<file path="src/hw/rtl/stq_pkg.sv">
`timescale 1ns / 1ps
`default_nettype none

package stq_pkg;

  localparam int DEPTH       = 16;
  localparam int MAX_RESULTS = 16;
  localparam int IDX_W       = $clog2(DEPTH);
  localparam int CNT_W       = $clog2(DEPTH + 1);
  localparam int POP_W       = $clog2(MAX_RESULTS + 1);
  localparam int TICK_W      = 64;
  localparam int ID_W        = 8;
  localparam int DELAY_W     = 32;

  typedef enum logic [1:0] {
    RES_EXPIRED  = 2'd0,
    RES_ACCEPTED = 2'd1,
    RES_REJECTED = 2'd2
  } res_t;

  typedef enum logic [2:0] {
    S_IDLE,
    S_ADD_REJECT,
    S_ADD_SUM,
    S_ADD_WALK,
    S_TICK_INC,
    S_TICK_POP
  } state_t;

endpackage

`default_nettype wire

</file>
<file path="src/hw/rtl/sorted_timer_queue.sv">
// add: states ADD_SUM and ADD_WALK, then the registered result strobe; the walk stops
//   at the insertion position (0 to DEPTH-1), one entry per cycle on the shared comparator
// add to a full queue: state ADD_REJECT, then the registered result strobe
// tick: states TICK_INC and TICK_POP; one result per cycle per expired timer, the last one flagged
// one item at a time; busy is low only in idle, results cannot be stalled
// rst (synchronous) empties the queue and clears the tick counter
`timescale 1ns / 1ps
`default_nettype none

module sorted_timer_queue (
  input  wire logic                        clk,
  input  wire logic                        rst,
  input  wire logic                        start,
  output logic                             busy,
  input  wire logic                        kind,
  input  wire logic [stq_pkg::ID_W-1:0]    timer_id,
  input  wire logic [stq_pkg::DELAY_W-1:0] delay,
  output logic                             strobe,
  output logic [1:0]                       event_res,
  output logic [stq_pkg::ID_W-1:0]         expired_id,
  output logic                             last
);

  stq_pkg::state_t state, state_next;

  logic [stq_pkg::TICK_W-1:0] tick_count;
  logic [stq_pkg::TICK_W-1:0] entry_expiry [stq_pkg::DEPTH];
  logic [stq_pkg::ID_W-1:0]   entry_id     [stq_pkg::DEPTH];
  logic [stq_pkg::CNT_W-1:0]  entry_count;

  logic [stq_pkg::ID_W-1:0]    id_q;
  logic [stq_pkg::DELAY_W-1:0] delay_q;
  logic [stq_pkg::TICK_W-1:0]  exp_q;
  logic [stq_pkg::CNT_W-1:0]   pos;
  logic [stq_pkg::POP_W-1:0]   pop_cnt;
  logic                        pend_valid;
  logic [stq_pkg::ID_W-1:0]    pend_id;

  logic                        strobe_q;
  stq_pkg::res_t               res_q;
  logic [stq_pkg::ID_W-1:0]    id_out_q;
  logic                        last_q;

  // shared adder and comparator
  logic [stq_pkg::TICK_W-1:0] add_b;
  logic [stq_pkg::TICK_W-1:0] sum;
  logic [stq_pkg::TICK_W-1:0] cmp_a;
  logic [stq_pkg::TICK_W-1:0] cmp_b;
  logic                       cmp_lt;
  logic [stq_pkg::IDX_W-1:0]  pos_idx;

  logic walk_more;
  logic pop_hit;

  // sequencer outputs
  logic          emit;
  stq_pkg::res_t emit_res;
  logic [stq_pkg::ID_W-1:0] emit_id;
  logic          emit_last;
  logic          do_insert;
  logic          do_pop;

  assign pos_idx = pos[stq_pkg::IDX_W-1:0];
  assign add_b   = (state == stq_pkg::S_TICK_INC) ? stq_pkg::TICK_W'(1)
                                                  : stq_pkg::TICK_W'(delay_q);
  assign sum     = tick_count + add_b;

  always_comb begin
    if (state == stq_pkg::S_ADD_WALK) begin
      cmp_a = entry_expiry[pos_idx];
      cmp_b = exp_q;
    end else begin
      cmp_a = tick_count;
      cmp_b = entry_expiry[0];
    end
  end

  assign cmp_lt = cmp_a < cmp_b;

  assign walk_more = (pos < entry_count) && cmp_lt;
  // head expired when the counter is not below its expiry
  assign pop_hit   = (entry_count != '0) && !cmp_lt &&
                     (pop_cnt < stq_pkg::POP_W'(stq_pkg::MAX_RESULTS));

  // next state
  always_comb begin
    state_next = state;
    unique case (state)
      stq_pkg::S_IDLE: begin
        if (start) begin
          if (!kind) begin
            state_next = stq_pkg::S_TICK_INC;
          end else if (entry_count == stq_pkg::CNT_W'(stq_pkg::DEPTH)) begin
            state_next = stq_pkg::S_ADD_REJECT;
          end else begin
            state_next = stq_pkg::S_ADD_SUM;
          end
        end
      end
      stq_pkg::S_ADD_REJECT: state_next = stq_pkg::S_IDLE;
      stq_pkg::S_ADD_SUM:    state_next = stq_pkg::S_ADD_WALK;
      stq_pkg::S_ADD_WALK: begin
        if (!walk_more) begin
          state_next = stq_pkg::S_IDLE;
        end
      end
      stq_pkg::S_TICK_INC:   state_next = stq_pkg::S_TICK_POP;
      stq_pkg::S_TICK_POP: begin
        if (!pop_hit) begin
          state_next = stq_pkg::S_IDLE;
        end
      end
      default: state_next = stq_pkg::S_IDLE;
    endcase
  end

  // sequencer outputs
  always_comb begin
    emit      = 1'b0;
    emit_res  = stq_pkg::RES_EXPIRED;
    emit_id   = pend_id;
    emit_last = 1'b0;
    do_insert = 1'b0;
    do_pop    = 1'b0;
    unique case (state)
      stq_pkg::S_IDLE, stq_pkg::S_ADD_SUM, stq_pkg::S_TICK_INC: begin
      end
      stq_pkg::S_ADD_REJECT: begin
        emit      = 1'b1;
        emit_res  = stq_pkg::RES_REJECTED;
        emit_id   = id_q;
        emit_last = 1'b1;
      end
      stq_pkg::S_ADD_WALK: begin
        if (!walk_more) begin
          do_insert = 1'b1;
          emit      = 1'b1;
          emit_res  = stq_pkg::RES_ACCEPTED;
          emit_id   = id_q;
          emit_last = 1'b1;
        end
      end
      stq_pkg::S_TICK_POP: begin
        // the previous pop goes out once we know whether another follows
        do_pop    = pop_hit;
        emit      = pend_valid;
        emit_last = !pop_hit;
      end
      default: begin
      end
    endcase
  end

  assign busy = (state != stq_pkg::S_IDLE);

  always_ff @(posedge clk) begin
    if (rst) begin
      state       <= stq_pkg::S_IDLE;
      tick_count  <= '0;
      entry_count <= '0;
      pend_valid  <= 1'b0;
      strobe_q    <= 1'b0;
    end else begin
      state    <= state_next;
      strobe_q <= emit;

      if (state == stq_pkg::S_TICK_INC) begin
        tick_count <= sum;
      end
      if (do_insert) begin
        entry_count <= entry_count + 1'b1;
      end else if (do_pop) begin
        entry_count <= entry_count - 1'b1;
      end

      if (state == stq_pkg::S_TICK_INC) begin
        pend_valid <= 1'b0;
      end else if (do_pop) begin
        pend_valid <= 1'b1;
      end else if (state == stq_pkg::S_TICK_POP) begin
        pend_valid <= 1'b0;
      end
    end
  end

  // payload and queue storage
  always_ff @(posedge clk) begin
    if (state == stq_pkg::S_IDLE && start) begin
      id_q    <= timer_id;
      delay_q <= delay;
    end
    if (state == stq_pkg::S_ADD_SUM) begin
      exp_q <= sum;
      pos   <= '0;
    end else if (state == stq_pkg::S_ADD_WALK && walk_more) begin
      pos <= pos + 1'b1;
    end

    if (state == stq_pkg::S_TICK_INC) begin
      pop_cnt <= '0;
    end else if (do_pop) begin
      pop_cnt <= pop_cnt + 1'b1;
      pend_id <= entry_id[0];
    end

    if (emit) begin
      res_q    <= emit_res;
      id_out_q <= emit_id;
      last_q   <= emit_last;
    end

    for (int i = 0; i < stq_pkg::DEPTH; i++) begin
      if (do_insert) begin
        if (stq_pkg::CNT_W'(i) == pos) begin
          entry_expiry[i] <= exp_q;
          entry_id[i]     <= id_q;
        end else if (i > 0 && stq_pkg::CNT_W'(i) > pos) begin
          entry_expiry[i] <= entry_expiry[i-1];
          entry_id[i]     <= entry_id[i-1];
        end
      end else if (do_pop && i < stq_pkg::DEPTH - 1) begin
        entry_expiry[i] <= entry_expiry[i+1];
        entry_id[i]     <= entry_id[i+1];
      end
    end
  end

  assign strobe     = strobe_q;
  assign event_res  = res_q;
  assign expired_id = id_out_q;
  assign last       = last_q;

  a_reset_clean: assert property (@(posedge clk)
    rst |=> (state == stq_pkg::S_IDLE && entry_count == '0 && !strobe))
    else $error("state not clean after reset");

  a_count_bound: assert property (@(posedge clk) disable iff (rst)
    entry_count <= stq_pkg::CNT_W'(stq_pkg::DEPTH))
    else $error("queue count beyond depth");

  a_walk_bound: assert property (@(posedge clk) disable iff (rst)
    state == stq_pkg::S_ADD_WALK |-> pos <= entry_count)
    else $error("insertion walk passed the queue end");

  a_add_last: assert property (@(posedge clk) disable iff (rst)
    strobe && event_res != stq_pkg::RES_EXPIRED |-> last)
    else $error("add result without last flag");

  a_accept_grows: assert property (@(posedge clk) disable iff (rst)
    strobe && event_res == stq_pkg::RES_ACCEPTED && !$past(rst) |->
      entry_count == stq_pkg::CNT_W'($past(entry_count) + 1'b1))
    else $error("accepted add did not grow the queue");

  a_idle_no_pend: assert property (@(posedge clk) disable iff (rst)
    state == stq_pkg::S_IDLE |-> !pend_valid)
    else $error("expired timer left unreported");

endmodule

`default_nettype wire

</file>
<file path="config.mk">
export PLATFORM = sky130hd
export DESIGN_NAME = sorted_timer_queue
export DESIGN_NICKNAME = d
export VERILOG_FILES = /design/src/hw/rtl/stq_pkg.sv /design/src/hw/rtl/sorted_timer_queue.sv
export SDC_FILE = /design/constraint.sdc
export NUM_CORES = 2
export LEC_CHECK = 0
export BUFFER_PORTS_ARGS = -buffer_cell sky130_fd_sc_hd__buf_2
export CAP_MARGIN = 40
export CORE_MARGIN = 5
export CORE_UTILIZATION = 40
export DETAILED_ROUTE_END_ITERATION = 7
export PLACE_DENSITY_LB_ADDON = 0.2
export SYNTH_ARGS = -nofsm -noshare
export SYNTH_HDL_FRONTEND = slang
export SYNTH_SLANG_ARGS = --single-unit
</file>
<file path="constraint.sdc">
create_clock -name clk -period 17.5 [get_ports clk]
set_clock_uncertainty 0.15 [all_clocks]
set_input_delay 3.5 -clock clk [delete_from_list [all_inputs] [get_ports clk]]
set_output_delay 3.5 -clock clk [all_outputs]
set_load 0.02 [all_outputs]
</file>
==> summary.md <==
| Metric | Value |
|---|---|
| Gr usage total | 25.55% |
| Lkg Pwr | 0.02770 uW |
| CTS Buf Count | 152 |
| Area Overhead vs Synth | 10.79% |
| Setup Fix Bufs, Post-CTS | 0 |
| Die Ht | 438.9 um |
| Global-route wire length before repair | 367.5 mm |
| Multiplexer share of the synthesized area | 13.02% |
| Clk slew on worst S/H paths | 0.06 ns |
| Initial core utilization | 40.19% |
| Synth cell types | 78 |
| Post-Syn Area | 73,580 um2 |
| Register area share after synthesis | 54.43% |
| RSZ-0062 raised after global routing | false |
| Die extent in x | 438.9 um |
| XOR/XNOR share of the synthesized area | 1.131% |
| Period utilization | 55.97% |
| Synthesized flop and latch total | 1,363 |
| Pre-Repair DR Iteration Count | 6 |
| Total power | 7415 uW |
| Syn. warnings | 0 |
| Largest net degree at the start of global routing | 195 |
| Simple-gate share of the synthesized area | 10.39% |
| Synth area leaders | edfxtp_1, mux4_2, a221o_1, nor2_1, nand2_1 |
| Asr flop ratio synth | 0% |
| Adder-Cell Fraction of Synth Area | 1.874% |
| Most common cell in the netlist | edfxtp_1 |
| Final min period | 9.794 ns |
| Mapped Cells | 5,975 |
| Final wirelength | 253.6 mm |
| Buffers on Ports | 56 |
| Main combinational cell family by area after synthesis | compound AO/OA/AOI/OAI gates |
| Clk sink count | 1,363 |
| VDD IR max | 0.08350 mV |
| Synth cell count leaders | edfxtp_1, nor2_1, nand2_1, a221o_1, clkbuf_1 |
| Yosys top cell by area | edfxtp_1 |
| Post-synth EDFFs | 1,275 |
| Die area | 192,600 um2 |
| Boundary Pins | 57 |
| Num rows | 157 |
| Core area | 183,100 um2 |
| Aggregate global routing overflow | 0 |
| Resize count post-CTS | 0 |
| Avg WL per Cell | 30.38 um |
| Cts hold-fix bufs | 0 |
| P per Cell Area | 90.97 nW/um2 |
| Routed vias | 54.99k |
| Setup TNS Final | 0 ns |
| Post-route cell area | 81,510 um2 |
| Post-DP HPWL | 143.7 mm |
| Worst-Skew Late Latency | 0.82 ns |
| Layout cells sized above 1 | 14.76% |
| Hold slack | 0.3154 ns |
| HP Start | entry_id[0][0] |
| Via density | 6.587 |
| Maximum clock rate | 102.1 MHz |
| Most common flop cell mapped by yosys | edfxtp_1 |
| Critical Path Fanout Max | 194 |
| Worst Path Arrival | 10.15 ns |
| Top cell type's share of synthesized area | 52.04% |
| GP Congestion | 0.8284 |
| Hold Path Class | register to register |
| Vias in the first global route | 52.01k |
| Antenna violations before repair | 5 |
| Compound-Gate Fraction of Synth Area | 15.78% |
| Antenna Nets Post-Route | 0 |
| Slew Limit Headroom | 29.37% |
| Worst Tran Pin Value | 1.059 ns |
| Setup Viol. Count Final | 0 |
| DRT iter0 DRCs | 7,714 |
| Dpl cell area | 76,730 um2 |
| Syn nets | 6,128 |
| Max Cap Viol | 0 |
| Root Buffer | clkbuf_16 |
| Kind of start point of the critical path | register |
| Status | finished clean |
| Fin. max-slew vios | 0 |
| DRC viols | 0 |
| Final Hold Fails | 0 |
| Clock tree buffer depth | 3 |
| Final Core Density | 44.52% |
| R2R Setup Slk | 7.71 ns |
| Avg Cell Area, Syn | 12.31 um2 |
| Setup crit end kind | register |
| CTS tree | done |
| H-tree lvl count | 4 |
| Type of the worst setup path | register to register |
| Final #Nets | 5,912 |
| CP required | 17.85 ns |
## cells by family (layout without fill, tap and decap cells)
group | after synthesis | count (layout)
and+or+nand+nor | 1844 | 1844
AOI/OAI and AO/OA | 1403 | 1403
DFF | 1363 | 1363
buffers and inverters | 613 | 520
muxes | 548 | 548
adders and majority gates | 109 | 109
xor gates and xnor gates | 95 | 95
other | 0 | 1
## stage by stage
stage	cells	setup WS, ns
3_5_place_dp	8069	7.722
5_1_grt	8346	7.346
4_1_cts	8346	7.708
2_1_floorplan	5975	5.298
6_report	8347	7.706
3_3_place_gp	8028	6.661
## layout make-up
type                            count  area, um2
Fill cell                       16600     101600
Sequential cell                  1363      40060
Multi-Input combinational cell   3999      31300
Clock buffer                      204       4144
Tap cell                         2464       3083
Timing Repair Buffer              209       2142
Clock inverter                     73      638.1
Inverter                           34      140.1
Antenna cell                        1      2.502
## per-layer routing
metal,global-route usage [%],wire length (um),up-vias
met5,0,0,-
met3,4.503,26590,470
li1,-,-,23160
met4,8.108,8476,0
met2,39.09,113600,3370
met1,37.07,105000,27990
## where the power goes
part | switching, uW | internal (uW) | total (uW)
sequential | 49.6 | 3640 | 3690
clock | 1380 | 1810 | 3190
combinational | 317 | 223 | 539
## critical path, stage by stage (launching register included)
cell,delay [ns]
dfxtp_4,0.75
buf_4,0.75
buf_4,0.77
mux4_2,0.59
mux4_2,0.51
nand2_1,0.08
nand2_1,0.05
ha_1,0.31
nand4_1,0.23
nor3_1,0.28
buf_2,0.24
o21ai_0,0.10
o21ai_0,0.52
a211oi_1,0.21
buf_2,0.23
a21o_4,0.24
inv_8,0.40
buf_4,0.82
buf_12,0.60
buf_12,0.65
mux2i_1,0.26
o21ai_0,0.09
## path summary, 6_finish.rpt
kind                    endpoint  depth (start not counted)
max          entry_expiry[8][23]                         21
min                   pend_id[0]                          0
max reg2reg  entry_expiry[8][23]                         21
min reg2reg           pend_id[0]                          0
## registers in the layout, summed over array words and instances (netlist names), named ones only
signal,cells
delay_q,32
entry_count,5
entry_expiry,1024
entry_id,128
event_res,2
exp_q,64
expired_id,8
id_q,8
last,1
pend_id,8
pend_valid,1
pop_cnt,5
pos,5
state,3
strobe,1
tick_count,64
## layout by cell type, fill, tap and decap left out, types with 8 or more instances in the layout
cell type / synthesis / final
nand4_1: 23 / 23
buf_2: 130 / 58
and3_1: 18 / 14
a21o_1: 99 / 98
a31oi_1: 9 / 9
nor4_1: 10 / 9
a22oi_1: 73 / 73
and2_1: 40 / 40
buf_4: 4 / 106
o21ai_0: 201 / 192
o21ai_4: 0 / 9
dfxtp_1: 88 / 84
inv_1: 31 / 30
nand2_1: 739 / 733
clkinv_2: 0 / 15
clkbuf_1: 396 / 42
a21oi_1: 87 / 87
a221o_1: 654 / 654
nor2b_1: 8 / 8
xor2_1: 25 / 25
a22o_1: 73 / 73
or3_1: 18 / 18
nor3_1: 35 / 33
buf_16: 0 / 22
clkinv_1: 0 / 32
buf_12: 0 / 21
clkbuf_16: 0 / 156
mux4_2: 319 / 319
nand3_1: 165 / 165
edfxtp_1: 1275 / 1275
ha_1: 107 / 107
mux2i_1: 149 / 149
a211oi_1: 12 / 12
mux2_2: 80 / 80
inv_6: 0 / 11
o211ai_1: 133 / 133
nor2_1: 751 / 749
bufinv_16: 0 / 10
xnor2_1: 70 / 70
Power figures use the tool's default switching activity.
